<file path="config.mk">
export PLATFORM = sky130hd
export DESIGN_NAME = escaped_frame_receiver_crc16_unit_flat
export DESIGN_NICKNAME = d
export VERILOG_FILES = /design/src/rtl/core/efr_pkg.sv /design/src/rtl/core/efr_if.sv /design/src/rtl/core/efr_in_stage.sv /design/src/rtl/core/efr_parser.sv /design/src/rtl/core/efr_out_stage.sv /design/src/rtl/core/escaped_frame_receiver_crc16_unit.sv /design/src/flat_wrapper.sv
export SDC_FILE = /design/constraint.sdc
export NUM_CORES = 1
export LEC_CHECK = 0
export BUFFER_PORTS_ARGS = -buffer_cell sky130_fd_sc_hd__buf_2
export CORE_MARGIN = 10
export CORE_UTILIZATION = 25
export CTS_CLUSTER_DIAMETER = 200
export DETAILED_ROUTE_END_ITERATION = 16
export PLACE_DENSITY_LB_ADDON = 0.05
export SYNTH_ARGS = -nofsm -noshare
export SYNTH_HDL_FRONTEND = slang
export SYNTH_SLANG_ARGS = --single-unit
</file>
<file path="constraint.sdc">
create_clock -name clk -period 5.25 [get_ports clk]
set_clock_uncertainty 0.2 [all_clocks]
set_input_delay 0.525 -clock clk [delete_from_list [all_inputs] [get_ports clk]]
set_output_delay 0.525 -clock clk [all_outputs]
set_load 0.01 [all_outputs]
</file>
<file path="src/rtl/core/efr_pkg.sv">
package efr_pkg;

    localparam logic [7:0]  START_BYTE  = 8'h2F;
    localparam logic [15:0] CRC_POLY    = 16'h1021;
    localparam logic [15:0] CRC_INIT    = 16'h0000;
    localparam logic [8:0]  FULL_LENGTH = 9'd256;

    typedef enum logic [2:0] {
        PH_HUNT    = 3'd0,
        PH_CMD     = 3'd1,
        PH_ADDR_HI = 3'd2,
        PH_ADDR_LO = 3'd3,
        PH_LEN     = 3'd4,
        PH_PAYLOAD = 3'd5,
        PH_CHK_HI  = 3'd6,
        PH_CHK_LO  = 3'd7
    } phase_t;

    typedef enum logic {
        KIND_PAYLOAD = 1'b0,
        KIND_FRAME   = 1'b1
    } kind_t;

    typedef struct packed {
        logic       valid;
        logic [7:0] rx_byte;
    } byte_item_t;

    typedef struct packed {
        logic       result_kind;
        logic [7:0] data_byte;
        logic [7:0] byte_index;
        logic [7:0] command_code;
        logic [7:0] address_high;
        logic [7:0] address_low;
        logic [7:0] length_field;
        logic       check_ok;
    } result_t;

    function automatic logic [15:0] crc_step(input logic [15:0] acc, input logic [7:0] b);
        logic [15:0] c;
        c = acc ^ {b, 8'h00};
        for (int i = 0; i < 8; i++)
        begin
            if (c[15])
            begin
                c = {c[14:0], 1'b0} ^ CRC_POLY;
            end
            else
            begin
                c = {c[14:0], 1'b0};
            end
        end
        return c;
    endfunction

endpackage

</file>
<file path="src/rtl/core/efr_if.sv">
interface efr_in_if;
    logic       valid;
    logic       ready;
    logic [7:0] rx_byte;

    modport source (output valid, output rx_byte, input ready);
    modport sink (input valid, input rx_byte, output ready);
endinterface

interface efr_out_if;
    logic       valid;
    logic       ready;
    logic       result_kind;
    logic [7:0] data_byte;
    logic [7:0] byte_index;
    logic [7:0] command_code;
    logic [7:0] address_high;
    logic [7:0] address_low;
    logic [7:0] length_field;
    logic       check_ok;

    modport source (
        output valid, input ready,
        output result_kind, output data_byte, output byte_index, output command_code,
        output address_high, output address_low, output length_field, output check_ok
    );
    modport sink (
        input valid, output ready,
        input result_kind, input data_byte, input byte_index, input command_code,
        input address_high, input address_low, input length_field, input check_ok
    );
endinterface

</file>
<file path="src/rtl/core/efr_in_stage.sv">
module efr_in_stage (
    input  logic               clk,
    input  logic               rst_n,
    efr_in_if.sink             rx,
    input  logic               advance,
    output efr_pkg::byte_item_t item
);

    logic       valid_reg;
    logic       valid_next;
    logic [7:0] byte_reg;
    logic [7:0] byte_next;
    logic       take;

    assign rx.ready = !valid_reg || advance;
    assign take     = rx.valid && rx.ready;

    always_comb
    begin
        valid_next = valid_reg;
        byte_next  = byte_reg;
        if (take)
        begin
            valid_next = 1'b1;
            byte_next  = rx.rx_byte;
        end
        else if (advance)
        begin
            valid_next = 1'b0;
        end
    end

    always_ff @(posedge clk or negedge rst_n)
    begin
        if (!rst_n)
        begin
            valid_reg <= 1'b0;
        end
        else
        begin
            valid_reg <= valid_next;
        end
    end

    always_ff @(posedge clk)
    begin
        byte_reg <= byte_next;
    end

    assign item.valid   = valid_reg;
    assign item.rx_byte = byte_reg;

endmodule

</file>
<file path="src/rtl/core/efr_parser.sv">
module efr_parser (
    input  logic                clk,
    input  logic                rst_n,
    input  efr_pkg::byte_item_t item,
    input  logic                advance,
    output logic                produce,
    output efr_pkg::result_t    result
);

    efr_pkg::phase_t phase_reg;
    efr_pkg::phase_t phase_next;
    logic [7:0]      cmd_reg;
    logic [7:0]      cmd_next;
    logic [7:0]      addr_hi_reg;
    logic [7:0]      addr_hi_next;
    logic [7:0]      addr_lo_reg;
    logic [7:0]      addr_lo_next;
    logic [7:0]      len_reg;
    logic [7:0]      len_next;
    logic [15:0]     crc_reg;
    logic [15:0]     crc_next;
    logic [7:0]      chk_hi_reg;
    logic [7:0]      chk_hi_next;
    logic [8:0]      count_reg;
    logic [8:0]      count_next;
    logic [7:0]      b;
    logic [15:0]     crc_upd;
    logic [8:0]      count_inc;
    logic [8:0]      frame_len;

    assign b         = item.rx_byte;
    assign crc_upd   = efr_pkg::crc_step(crc_reg, b);
    assign count_inc = count_reg + 9'd1;
    assign frame_len = (len_reg == 8'd0) ? efr_pkg::FULL_LENGTH : {1'b0, len_reg};

    always_comb
    begin
        phase_next   = phase_reg;
        cmd_next     = cmd_reg;
        addr_hi_next = addr_hi_reg;
        addr_lo_next = addr_lo_reg;
        len_next     = len_reg;
        crc_next     = crc_reg;
        chk_hi_next  = chk_hi_reg;
        count_next   = count_reg;
        produce      = 1'b0;
        result       = '0;
        unique case (phase_reg)
            efr_pkg::PH_HUNT:
            begin
                if (b == efr_pkg::START_BYTE)
                begin
                    crc_next   = efr_pkg::crc_step(efr_pkg::CRC_INIT, b);
                    count_next = 9'd0;
                    phase_next = efr_pkg::PH_CMD;
                end
            end
            efr_pkg::PH_CMD:
            begin
                cmd_next   = b;
                crc_next   = crc_upd;
                phase_next = efr_pkg::PH_ADDR_HI;
            end
            efr_pkg::PH_ADDR_HI:
            begin
                addr_hi_next = b;
                crc_next     = crc_upd;
                phase_next   = efr_pkg::PH_ADDR_LO;
            end
            efr_pkg::PH_ADDR_LO:
            begin
                addr_lo_next = b;
                crc_next     = crc_upd;
                phase_next   = efr_pkg::PH_LEN;
            end
            efr_pkg::PH_LEN:
            begin
                len_next   = b;
                crc_next   = crc_upd;
                count_next = 9'd0;
                phase_next = efr_pkg::PH_PAYLOAD;
            end
            efr_pkg::PH_PAYLOAD:
            begin
                produce            = 1'b1;
                result.result_kind = efr_pkg::KIND_PAYLOAD;
                result.data_byte   = b;
                result.byte_index  = count_reg[7:0];
                crc_next           = crc_upd;
                count_next         = count_inc;
                if (count_inc >= frame_len)
                begin
                    phase_next = efr_pkg::PH_CHK_HI;
                end
            end
            efr_pkg::PH_CHK_HI:
            begin
                chk_hi_next = b;
                phase_next  = efr_pkg::PH_CHK_LO;
            end
            efr_pkg::PH_CHK_LO:
            begin
                produce             = 1'b1;
                result.result_kind  = efr_pkg::KIND_FRAME;
                result.command_code = cmd_reg;
                result.address_high = addr_hi_reg;
                result.address_low  = addr_lo_reg;
                result.length_field = len_reg;
                result.check_ok     = (crc_reg == {chk_hi_reg, b});
                phase_next          = efr_pkg::PH_HUNT;
                cmd_next            = 8'd0;
                addr_hi_next        = 8'd0;
                addr_lo_next        = 8'd0;
                len_next            = 8'd0;
                crc_next            = 16'd0;
                chk_hi_next         = 8'd0;
                count_next          = 9'd0;
            end
        endcase
    end

    always_ff @(posedge clk or negedge rst_n)
    begin
        if (!rst_n)
        begin
            phase_reg   <= efr_pkg::PH_HUNT;
            cmd_reg     <= 8'd0;
            addr_hi_reg <= 8'd0;
            addr_lo_reg <= 8'd0;
            len_reg     <= 8'd0;
            crc_reg     <= 16'd0;
            chk_hi_reg  <= 8'd0;
            count_reg   <= 9'd0;
        end
        else if (advance)
        begin
            phase_reg   <= phase_next;
            cmd_reg     <= cmd_next;
            addr_hi_reg <= addr_hi_next;
            addr_lo_reg <= addr_lo_next;
            len_reg     <= len_next;
            crc_reg     <= crc_next;
            chk_hi_reg  <= chk_hi_next;
            count_reg   <= count_next;
        end
    end

endmodule

</file>
<file path="src/rtl/core/efr_out_stage.sv">
module efr_out_stage (
    input  logic             clk,
    input  logic             rst_n,
    input  logic             advance,
    input  logic             produce,
    input  efr_pkg::result_t result,
    efr_out_if.source        results,
    output logic             room
);

    logic             valid_reg;
    logic             valid_next;
    efr_pkg::result_t data_reg;
    efr_pkg::result_t data_next;
    logic             load;

    assign room = !valid_reg || results.ready;
    assign load = advance && produce;

    always_comb
    begin
        valid_next = valid_reg;
        data_next  = data_reg;
        if (load)
        begin
            valid_next = 1'b1;
            data_next  = result;
        end
        else if (results.ready)
        begin
            valid_next = 1'b0;
        end
    end

    always_ff @(posedge clk or negedge rst_n)
    begin
        if (!rst_n)
        begin
            valid_reg <= 1'b0;
        end
        else
        begin
            valid_reg <= valid_next;
        end
    end

    always_ff @(posedge clk)
    begin
        data_reg <= data_next;
    end

    assign results.valid        = valid_reg;
    assign results.result_kind  = data_reg.result_kind;
    assign results.data_byte    = data_reg.data_byte;
    assign results.byte_index   = data_reg.byte_index;
    assign results.command_code = data_reg.command_code;
    assign results.address_high = data_reg.address_high;
    assign results.address_low  = data_reg.address_low;
    assign results.length_field = data_reg.length_field;
    assign results.check_ok     = data_reg.check_ok;

endmodule

</file>
<file path="src/rtl/core/escaped_frame_receiver_crc16_unit.sv">
// A byte is first registered in the input stage; its result, if any, in the output stage.
// One byte per cycle while the result register has room, set by the byte-wide CRC update.
// The input keeps flowing while a result waits, as long as the result register drains.
// Reset is asynchronous and active low; it empties both stages and returns to hunting.
module escaped_frame_receiver_crc16_unit (
    input  logic      clk,
    input  logic      rst_n,
    efr_in_if.sink    rx,
    efr_out_if.source results
);

    efr_pkg::byte_item_t item;
    efr_pkg::result_t    result;
    logic                produce;
    logic                room;
    logic                advance;

    assign advance = item.valid && room;

    efr_in_stage u_in_stage (
        .clk     (clk),
        .rst_n   (rst_n),
        .rx      (rx),
        .advance (advance),
        .item    (item)
    );

    efr_parser u_parser (
        .clk     (clk),
        .rst_n   (rst_n),
        .item    (item),
        .advance (advance),
        .produce (produce),
        .result  (result)
    );

    efr_out_stage u_out_stage (
        .clk     (clk),
        .rst_n   (rst_n),
        .advance (advance),
        .produce (produce),
        .result  (result),
        .results (results),
        .room    (room)
    );

endmodule

</file>
<file path="src/flat_wrapper.sv">
// flat-port wrapper written by rule: the top's interface ports become plain ports
module escaped_frame_receiver_crc16_unit_flat 
  (clk, rst_n, rx_valid, rx_rx_byte, rx_ready, results_valid, results_ready, results_result_kind, results_data_byte, results_byte_index, results_command_code, results_address_high, results_address_low, results_length_field, results_check_ok);
  efr_in_if rx_i ();
  efr_out_if results_i ();
  input  logic clk;
  input  logic rst_n;
  input wire logic [$bits(rx_i.valid)-1:0] rx_valid;
  input wire logic [$bits(rx_i.rx_byte)-1:0] rx_rx_byte;
  output wire logic [$bits(rx_i.ready)-1:0] rx_ready;
  output wire logic [$bits(results_i.valid)-1:0] results_valid;
  input wire logic [$bits(results_i.ready)-1:0] results_ready;
  output wire logic [$bits(results_i.result_kind)-1:0] results_result_kind;
  output wire logic [$bits(results_i.data_byte)-1:0] results_data_byte;
  output wire logic [$bits(results_i.byte_index)-1:0] results_byte_index;
  output wire logic [$bits(results_i.command_code)-1:0] results_command_code;
  output wire logic [$bits(results_i.address_high)-1:0] results_address_high;
  output wire logic [$bits(results_i.address_low)-1:0] results_address_low;
  output wire logic [$bits(results_i.length_field)-1:0] results_length_field;
  output wire logic [$bits(results_i.check_ok)-1:0] results_check_ok;
  assign rx_i.valid = rx_valid;
  assign rx_i.rx_byte = rx_rx_byte;
  assign rx_ready = rx_i.ready;
  assign results_valid = results_i.valid;
  assign results_i.ready = results_ready;
  assign results_result_kind = results_i.result_kind;
  assign results_data_byte = results_i.data_byte;
  assign results_byte_index = results_i.byte_index;
  assign results_command_code = results_i.command_code;
  assign results_address_high = results_i.address_high;
  assign results_address_low = results_i.address_low;
  assign results_length_field = results_i.length_field;
  assign results_check_ok = results_i.check_ok;
  escaped_frame_receiver_crc16_unit u_core (.clk(clk), .rst_n(rst_n), .rx(rx_i), .results(results_i));
endmodule
</file>
==> metrics, run 1 <==
status finished clean; Int Pwr 2.81 mW; Comb power frac 32.5%; initial antenna violation count 0; Final Wtd Congestion 0.747; P&R area growth vs syn 21.3%; worst reg-to-reg path cell count 4; Simple-Gate Fraction of Synth Area 15.0%; WL final 15,700 µm; worst skew pair latency 0.41 ns; maximum clock rate 0.299 GHz; Post-Syn Nets 538; final instance area 7120 µm²; final std cells w/o fill 893; reg2reg setup slack 1.90 ns; die width 173 µm; share of post-route cells with drive strength above 1 20.2%; final setup margin 1.90 ns; Pleak 3.15 nW; Synth Area in XOR/XNOR 7.96%; wire length of the first global-routing pass 25,000 µm; # H-tree levels 4; post-synthesis cell count 512; worst-path fanout max 34; grt ovf 0; CTS sink cnt 128; vias in the first global route 4,063; DRC violations left 0; synth unique cells 50; floorplan row count 55; total CTS buffers 17; Final min period 3.35 ns; Setup Buffers After CTS 0; Crit Path Class reg -> reg; chip height 173 µm; clock buffer depth 2; post-CTS resize count 0; Root Buffer clkbuf_16; Power Dens Cells 617 nW/µm²; diode count 0; PortBufs 63; worst reg2reg startpoint u_core.u_parser.phase_reg[1]; Setup violations, final 0; most frequent cells in the layout 72 x nand2_1, 70 x dfrtp_1, 65 x o21ai_0; most common library cell in the layout ignoring fill and taps nand2_1; fin. max-slew vios 0; Inst Count DP 861; Final HPWL DP 10,700 µm; dpl ws 1.76 ns; Clk pwr share 30.8%; relative slew slack 28.8%; routed length per instance 17.5 µm; Cell Area, Synth 5870 µm²; largest family of logic cells by synthesized area simple AND/OR/NAND/NOR gates; syn_area_per_cell 11.5 µm²; Placement Cell Area 6450 µm²; Fill cells 2,387; worst path arrival time 3.22 ns; CTS Hold Bufs 0; max_cap viols 0; final hold slack 0.0416 ns; post-synthesis mux area share 1.73%; Fin. Hold Viols 0; sequential area share after synthesis 59.6%; Synthesis Warnings 0; Starting DRT DRC Count 180; die area 30,000 µm²; CTS tree done; largest net degree at the start of global routing 38; Synth Area in Compound Gates 9.43%; worst min-delay path class in -> async; # IOs 64; Worst VDD drop 0.237 mV; vias post-DR 3,852; Clk pin slew, worst setup/hold paths 0.06 ns; Global Route Usage Sum 10.8%; final total power 4.39 mW; sw frac 35.9%; Core Area 22,800 µm²; FF+latch count, synth 128; sequential power share 36.7%; Tcrit/Tclk final 63.7%; CP endpoint kind flip-flop; Critical Path Source u_core.u_parser.phase_reg[1]; max FFs per register 16; RSZ-0062 raised after global routing false; Critical Path RT 5.12 ns; measured slew at the worst slew-check pin 1.06 ns; Initial Util 25.7%; switching pwr 1.57 mW; Final #Nets 593; Post-Route Setup TNS 0 ns; Core Util, Final 31.1%; CP startpoint kind flip-flop; drt via density 4.31; r2r endpoint u_core.u_out_stage.results.data_byte[5]; Synth Area in Adders 2.99%; Pre-antenna DRT Iters 4; Antenna Nets Post-Route 0
## cells in the mapped netlist (all sizes together)
cell type   n  area [µm²]
xnor2      18         188
o21ai      69         349
mux2        6        71.3
o211ai      2        15.0
a221o       1        10.0
or4         1        11.3
nand2b      5        31.3
nor2b       5        31.3
nor2       20        75.1
and2        2        12.5
mux2i       3        30.0
a21oi      10        57.6
xor2       31         279
buf        15        95.1
o311ai      1        8.76
nor3        3        15.0
o41ai       2        17.5
clkbuf     15        58.8
a211oi      1        7.51
nand4bb     1        11.3
a22oi       1        7.51
nand4b      1        8.76
nor4        6        43.8
and3       43         269
nand3b      1        7.51
a21o        3        22.5
nand3      10        62.6
o31ai       1        7.51
inv        11        41.3
a2bb2oi     1        8.76
dfrtp      70        1750
edfxtp     58        1740
nand4       4        25.0
ha         14         175
a22o        3        26.3
nand2      73         277
a2111oi     1        15.0
## how the worst max path moves through the flow
| stage | to | cells after the start | slack, ns |
|---|---|---|---|
| 2_1_floorplan | u_core.u_out_stage.results.address_high[0] | 6 | 1.32 |
| 3_3_place_gp | u_core.u_out_stage.results.data_byte[5] | 4 | 1.92 |
| 3_5_place_dp | u_core.u_out_stage.results.check_ok | 4 | 1.76 |
| 4_1_cts | u_core.u_out_stage.results.data_byte[2] | 4 | 1.75 |
| 5_1_grt | u_core.u_out_stage.results.data_byte[6] | 4 | 1.60 |
| 6_report | u_core.u_out_stage.results.data_byte[5] | 4 | 1.90 |
## metal layers
metal / track usage, % / wire length (µm)
met5: 0 / 0
met4: 3.59 / 224
met3: 2.81 / 454
met2: 17.3 / 7510
met1: 13.7 / 7480
## power by group through the flow
stage / Sequential [mW] / Clock [mW] / Combinational [mW]
final: 1.61 / 1.35 / 1.43
after global routing: 1.65 / 1.44 / 1.63
after CTS: 1.61 / 1.39 / 1.47
after detailed placement: 1.63 / 0 / 1.46
after global placement: 1.63 / 0 / 1.45
after floorplan: 1.57 / 0 / 1.09
## critical path: stages, from the launching register on
cell and delay (ns):
dfrtp_1 0.41, ha_1 0.87, o21ai_0 0.38, nor2_4 0.63, buf_4 0.48
## logic make-up (layout without fill, tap and decap cells)
kind of cell	count (synthesis)	in the layout
buffers and inverters	41	109
and+or+nand+nor	175	175
adders and majority gates	14	14
muxes	9	9
xor gates and xnor gates	49	49
DFF	128	128
AOI/OAI and AO/OA	96	96
## cell type report
type                    count  area, µm²  area share [%]
clock buffers              19        433            6.08
clock inverters            13        234            3.29
inverters                  11       41.3           0.580
multi-input cells         343       2180            30.7
flip-flops and latches    128       3490            49.1
well taps                 313        392            5.50
repair buffers             66        338            4.75
Note: power is estimated with default switching activity, not from simulation.
==> run 2, diff against run 1 <==
Clock period 5.25 ns to 3.36 ns, I/O delays scaled along.
==> metrics, run 2 (synthesis gave the netlist of run 1 again) <==
Worst VDD drop 0.319 mV (was 0.237 mV); PortBufs 63 (unchanged); CP startpoint kind flip-flop (unchanged); initial antenna violation count 0 (unchanged); relative slew slack 31.0% (was 28.8%); CTS tree done (unchanged); clock buffer depth 2 (unchanged); final std cells w/o fill 908 (was 893); post-CTS resize count 0 (unchanged); Final min period 3.03 ns (was 3.35 ns); Post-Route Setup TNS 0 ns (unchanged); measured slew at the worst slew-check pin 1.03 ns (was 1.06 ns); Pleak 3.20 nW (was 3.15 nW); fin. max-slew vios 0 (unchanged); Tcrit/Tclk final 90.1% (was 63.7%); vias post-DR 3,867 (was 3,852); maximum clock rate 0.330 GHz (was 0.299 GHz); CP Cell Sequence ha_1 -> and3_1 -> and3_1 -> nand3_1 -> xnor2_1 -> ha_1 -> nand4_1 -> nor2_1 -> a21oi_1 -> a21oi_2 -> mux2_2 (was ha_1 -> o21ai_0 -> nor2_4 -> buf_4); Max stage delay on crit path 0.44 ns (was 0.87 ns); Initial Util 25.7% (unchanged); total CTS buffers 17 (unchanged); Inst Count DP 866 (was 861); WL final 15,200 µm (was 15,700 µm); Setup violations, final 0 (unchanged); DRC violations left 0 (unchanged); final total power 6.63 mW (was 4.39 mW); # IOs 64 (unchanged); Final HPWL DP 10,400 µm (was 10,700 µm); die area 30,000 µm² (unchanged); diode count 0 (unchanged); Root Buffer clkbuf_16 (unchanged); Placement Cell Area 6510 µm² (was 6450 µm²); Starting DRT DRC Count 190 (was 180); Clk pin slew, worst setup/hold paths 0.06 ns (about the same); chip height 173 µm (unchanged); CP endpoint kind flip-flop (unchanged); Global Route Usage Sum 10.3% (was 10.8%); dpl ws 0.372 ns (was 1.76 ns); final setup margin 0.334 ns (was 1.90 ns); share of post-route cells with drive strength above 1 20.8% (was 20.2%); drt via density 4.26 (was 4.31); wire length of the first global-routing pass 24,100 µm (was 25,000 µm); worst path arrival time 3.12 ns (was 3.22 ns); Power Dens Cells 920 nW/µm² (was 617 nW/µm²); Setup Buffers After CTS 0 (unchanged); floorplan row count 55 (unchanged); Core Area 22,800 µm² (unchanged); Critical-path top delay cell dfrtp_1 (was ha_1); worst-path fanout max 7 (was 34); grt ovf 0 (unchanged); die width 173 µm (unchanged); status finished clean (unchanged); Critical Path RT 3.45 ns (was 5.12 ns); Final #Nets 608 (was 593); final instance area 7200 µm² (was 7120 µm²); # H-tree levels 4 (unchanged); Pre-antenna DRT Iters 4 (unchanged); CTS Hold Bufs 10 (was 0); largest net degree at the start of global routing 40 (was 38); most common library cell in the layout ignoring fill and taps nand2_1 (unchanged); vias in the first global route 4,080 (was 4,063); RSZ-0062 raised after global routing false (unchanged); worst min-delay path class in -> reg (was in -> async); Final Wtd Congestion 0.773 (was 0.747); routed length per instance 16.8 µm (was 17.5 µm); P&R area growth vs syn 22.7% (was 21.3%); worst skew pair latency 0.41 ns (about the same); most frequent cells in the layout 72 x nand2_1, 70 x dfrtp_1, 65 x o21ai_0 (unchanged); Crit Path Class reg -> reg (unchanged); max_cap viols 0 (unchanged); CTS sink cnt 128 (unchanged); Antenna Nets Post-Route 0 (unchanged); max FFs per register 16 (unchanged); Fin. Hold Viols 0 (unchanged)
==> run 2: area by class of cell <==
cell class | count | area (µm²)
Fill cell | 2373 | 15600
Sequential cell | 128 | 3490
Multi-Input combinational cell | 343 | 2180
Timing Repair Buffer | 81 | 500
Clock buffer | 19 | 453
Tap cell | 313 | 392
Clock inverter | 13 | 135
Inverter | 11 | 41.3
==> run 2: through the flow <==
stage	util [%]	hold slack, ns
2_1_floorplan	-	-0.160
3_3_place_gp	28.5	0.255
3_5_place_dp	28.5	0.264
4_1_cts	31.5	0.00862
5_1_grt	31.5	0.0329
6_report	31.5	0.0349
==> run 2: metal layers <==
layer  wire length, µm  up-vias  GRT usage [%]
met5                 0        -              0
met4               133        0           3.45
met3               417        9           2.57
met1              7480     1858           13.4
li1                  -     1940              -
met2              7200       60           16.3
==> run 2: where the power goes <==
part           leakage (nW)  internal (mW)  switching [mW]
registers              1.44           2.14           0.351
clock network         0.289           1.13           0.712
logic                  1.47          0.906            1.39
total                  3.20           4.17            2.45
==> run 2: final timing paths <==
kind / from / slack, ns / cells after the start / endpoint
max: u_core.u_parser.count_reg[0] / 0.33 / 11 / u_core.u_parser.phase_reg[1]
min: results_ready / 0.03 / 3 / u_core.u_in_stage.valid_reg
max reg2reg: u_core.u_parser.count_reg[0] / 0.33 / 11 / u_core.u_parser.phase_reg[1]
min reg2reg: u_core.u_parser.addr_hi_reg[2] / 0.27 / 2 / u_core.u_parser.addr_hi_reg[2]
max in group asynchronous: rst_n / 1.86 / 3 / u_core.u_parser.addr_lo_reg[3]
min in group asynchronous: rst_n / 0.38 / 2 / u_core.u_in_stage.valid_reg
==> run 2: critical path: cells and delay by family, from the launching register on <==
family / cells / cell delay [ns]
mux: 1 / 0.35
compound gates: 2 / 0.29
fa+ha+maj: 2 / 0.59
simple gates: 5 / 0.87
flops: 1 / 0.44
xor+xnor: 1 / 0.16
==> run 3, diff against run 2 <==
Settings changed: CELL_PAD_IN_SITES_DETAIL_PLACEMENT from default to 0, CELL_PAD_IN_SITES_GLOBAL_PLACEMENT from default to 1.
==> metrics, run 3 (synthesis gave the netlist of run 1 again) <==
M2 GR Usage 17.1% (was 16.3%); maximum clock rate 0.330 GHz (about the same); vias post-DR 3,925 (was 3,867); CTS sink cnt 128 (unchanged); measured slew at the worst slew-check pin 1.01 ns (was 1.03 ns); worst reg-to-reg path cell count 11 (unchanged); Clk pin slew, worst setup/hold paths 0.06 ns (about the same); most frequent cells in the layout 72 x nand2_1, 70 x dfrtp_1, 65 x o21ai_0 (unchanged); worst reg2reg startpoint u_core.u_parser.count_reg[0] (unchanged); largest net degree at the start of global routing 39 (was 40); diode count 0 (unchanged); GRT busiest layer met2 (unchanged); Fin. Hold Viols 0 (unchanged); routed length per instance 17.1 µm (was 16.8 µm); RSZ-0062 raised after global routing false (unchanged); chip height 173 µm (unchanged); Setup violations, final 0 (unchanged); vias in the first global route 4,179 (was 4,080); Global Route Usage Sum 10.7% (was 10.3%); final std cells w/o fill 912 (was 908); Multi-input gate area 2180 µm² (unchanged); Root Buffer clkbuf_16 (unchanged); Hold EP u_core.u_in_stage.valid_reg (unchanged); initial antenna violation count 0 (unchanged); Critical Path RT 3.45 ns (about the same); PortBufs 63 (unchanged); Core Area 22,800 µm² (unchanged); Min-Delay Startpoint results_ready (unchanged); Tcrit/Tclk final 90.2% (was 90.1%); worst path arrival time 3.13 ns (was 3.12 ns); wire length of the first global-routing pass 25,100 µm (was 24,100 µm); total CTS buffers 17 (unchanged); reg2reg setup slack 0.33 ns (about the same); Crit Path Class reg -> reg (unchanged); Pleak 3.20 nW (about the same); worst-path fanout max 7 (unchanged); worst skew pair latency 0.42 ns (was 0.41 ns); Setup Buffers After CTS 0 (unchanged); grt ovf 0 (unchanged); Final min period 3.03 ns (about the same); Inst Count DP 870 (was 866); CTS tree done (unchanged); Final Wtd Congestion 0.732 (was 0.773); Power Dens Cells 921 nW/µm² (was 920 nW/µm²); # IOs 64 (unchanged); P&R area growth vs syn 22.9% (was 22.7%); Critical-path top delay cell dfrtp_1 (unchanged); max_cap viols 0 (unchanged); r2r endpoint u_core.u_parser.phase_reg[1] (unchanged); WHS Path Cells 3 (unchanged); Register Area 3490 µm² (unchanged); die area 30,000 µm² (unchanged); final total power 6.64 mW (was 6.63 mW); met3 usage 2.81% (was 2.57%); Antenna Nets Post-Route 0 (unchanged); status finished clean (unchanged); relative slew slack 32.6% (was 31.0%); post-CTS resize count 0 (unchanged); fin. max-slew vios 0 (unchanged); Final #Nets 612 (was 608); Starting DRT DRC Count 159 (was 190); final hold slack 0.0405 ns (was 0.0349 ns); drt via density 4.30 (was 4.26); # H-tree levels 4 (unchanged); worst min-delay path class in -> reg (unchanged); max FFs per register 16 (unchanged); CP Cell Sequence ha_1 -> and3_1 -> and3_1 -> nand3_1 -> xnor2_1 -> ha_1 -> nand4_1 -> nor2_1 -> a21oi_1 -> a21oi_2 -> mux2_2 (unchanged); Final HPWL DP 10,900 µm (was 10,400 µm); Post-Route Setup TNS 0 ns (unchanged); Fill cells 2,411 (was 2,373); floorplan row count 55 (unchanged); clock buffer depth 2 (unchanged); met1 usage 13.8% (was 13.4%); DRC violations left 0 (unchanged); Worst VDD drop 0.409 mV (was 0.319 mV); die width 173 µm (unchanged); Pre-antenna DRT Iters 4 (unchanged); WL final 15,600 µm (was 15,200 µm); most common library cell in the layout ignoring fill and taps nand2_1 (unchanged); share of post-route cells with drive strength above 1 21.2% (was 20.8%); CP endpoint kind flip-flop (unchanged); Max stage delay on crit path 0.45 ns (was 0.44 ns); Initial Util 25.7% (unchanged); CP startpoint kind flip-flop (unchanged)
==> run 3: worst max path at each step <==
stage | to | start
final | u_core.u_parser.phase_reg[1] | u_core.u_parser.count_reg[0]
after global routing | u_core.u_parser.phase_reg[1] | u_core.u_parser.count_reg[0]
after CTS | u_core.u_parser.phase_reg[1] | u_core.u_parser.count_reg[0]
after detailed placement | u_core.u_parser.phase_reg[1] | u_core.u_parser.count_reg[0]
after global placement | u_core.u_parser.phase_reg[1] | u_core.u_parser.count_reg[0]
after floorplan | u_core.u_out_stage.results.address_high[0] | u_core.u_parser.phase_reg[1]
==> run 3: through the flow <==
| step | setup slack [ns] | instance area (µm²) | util [%] |
|---|---|---|---|
| 2_1_floorplan | 0.252 | 5870 | - |
| 3_3_place_gp | 0.409 | 6530 | 28.6 |
| 3_5_place_dp | 0.357 | 6530 | 28.6 |
| 4_1_cts | 0.338 | 7210 | 31.5 |
| 5_1_grt | 0.0908 | 7210 | 31.5 |
| 6_report | 0.329 | 7210 | 31.5 |
==> run 3: critical path: cells and delay by family, from the launching register on <==
family / cells / cell delay, ns
flops: 1 / 0.45
xor+xnor: 1 / 0.16
compound gates: 2 / 0.29
simple gates: 5 / 0.86
mux: 1 / 0.35
fa+ha+maj: 2 / 0.59
==> run 3: final cells by class <==
type / count / area share [%]
clock buffers: 19 / 6.28
clock inverters: 13 / 1.75
flip-flops and latches: 128 / 48.5
inverters: 11 / 0.573
well taps: 313 / 5.43
multi-input cells: 343 / 30.3
repair buffers: 85 / 7.19
==> run 3: timing repair <==
| item | 4_1_cts | 5_1_grt |
|---|---|---|
| setup endpoints to repair | 0 | 0 |
| hold endpoints to repair | 79 | 0 |
| hold buffers | 10 | 0 |
==> run 3: routing by layer <==
metal | vias up | part of all wire [%]
met5 | - | 0
met4 | 0 | 0.79
met3 | 10 | 2.8
met2 | 59 | 48
met1 | 1906 | 49
li1 | 1950 | -
==> run 3: where the power goes <==
part | switching, mW | internal [mW] | leakage (nW) | total (mW)
Combinational | 1.40 | 0.919 | 1.48 | 2.32
Clock | 0.745 | 1.07 | 0.280 | 1.82
Sequential | 0.366 | 2.14 | 1.44 | 2.50
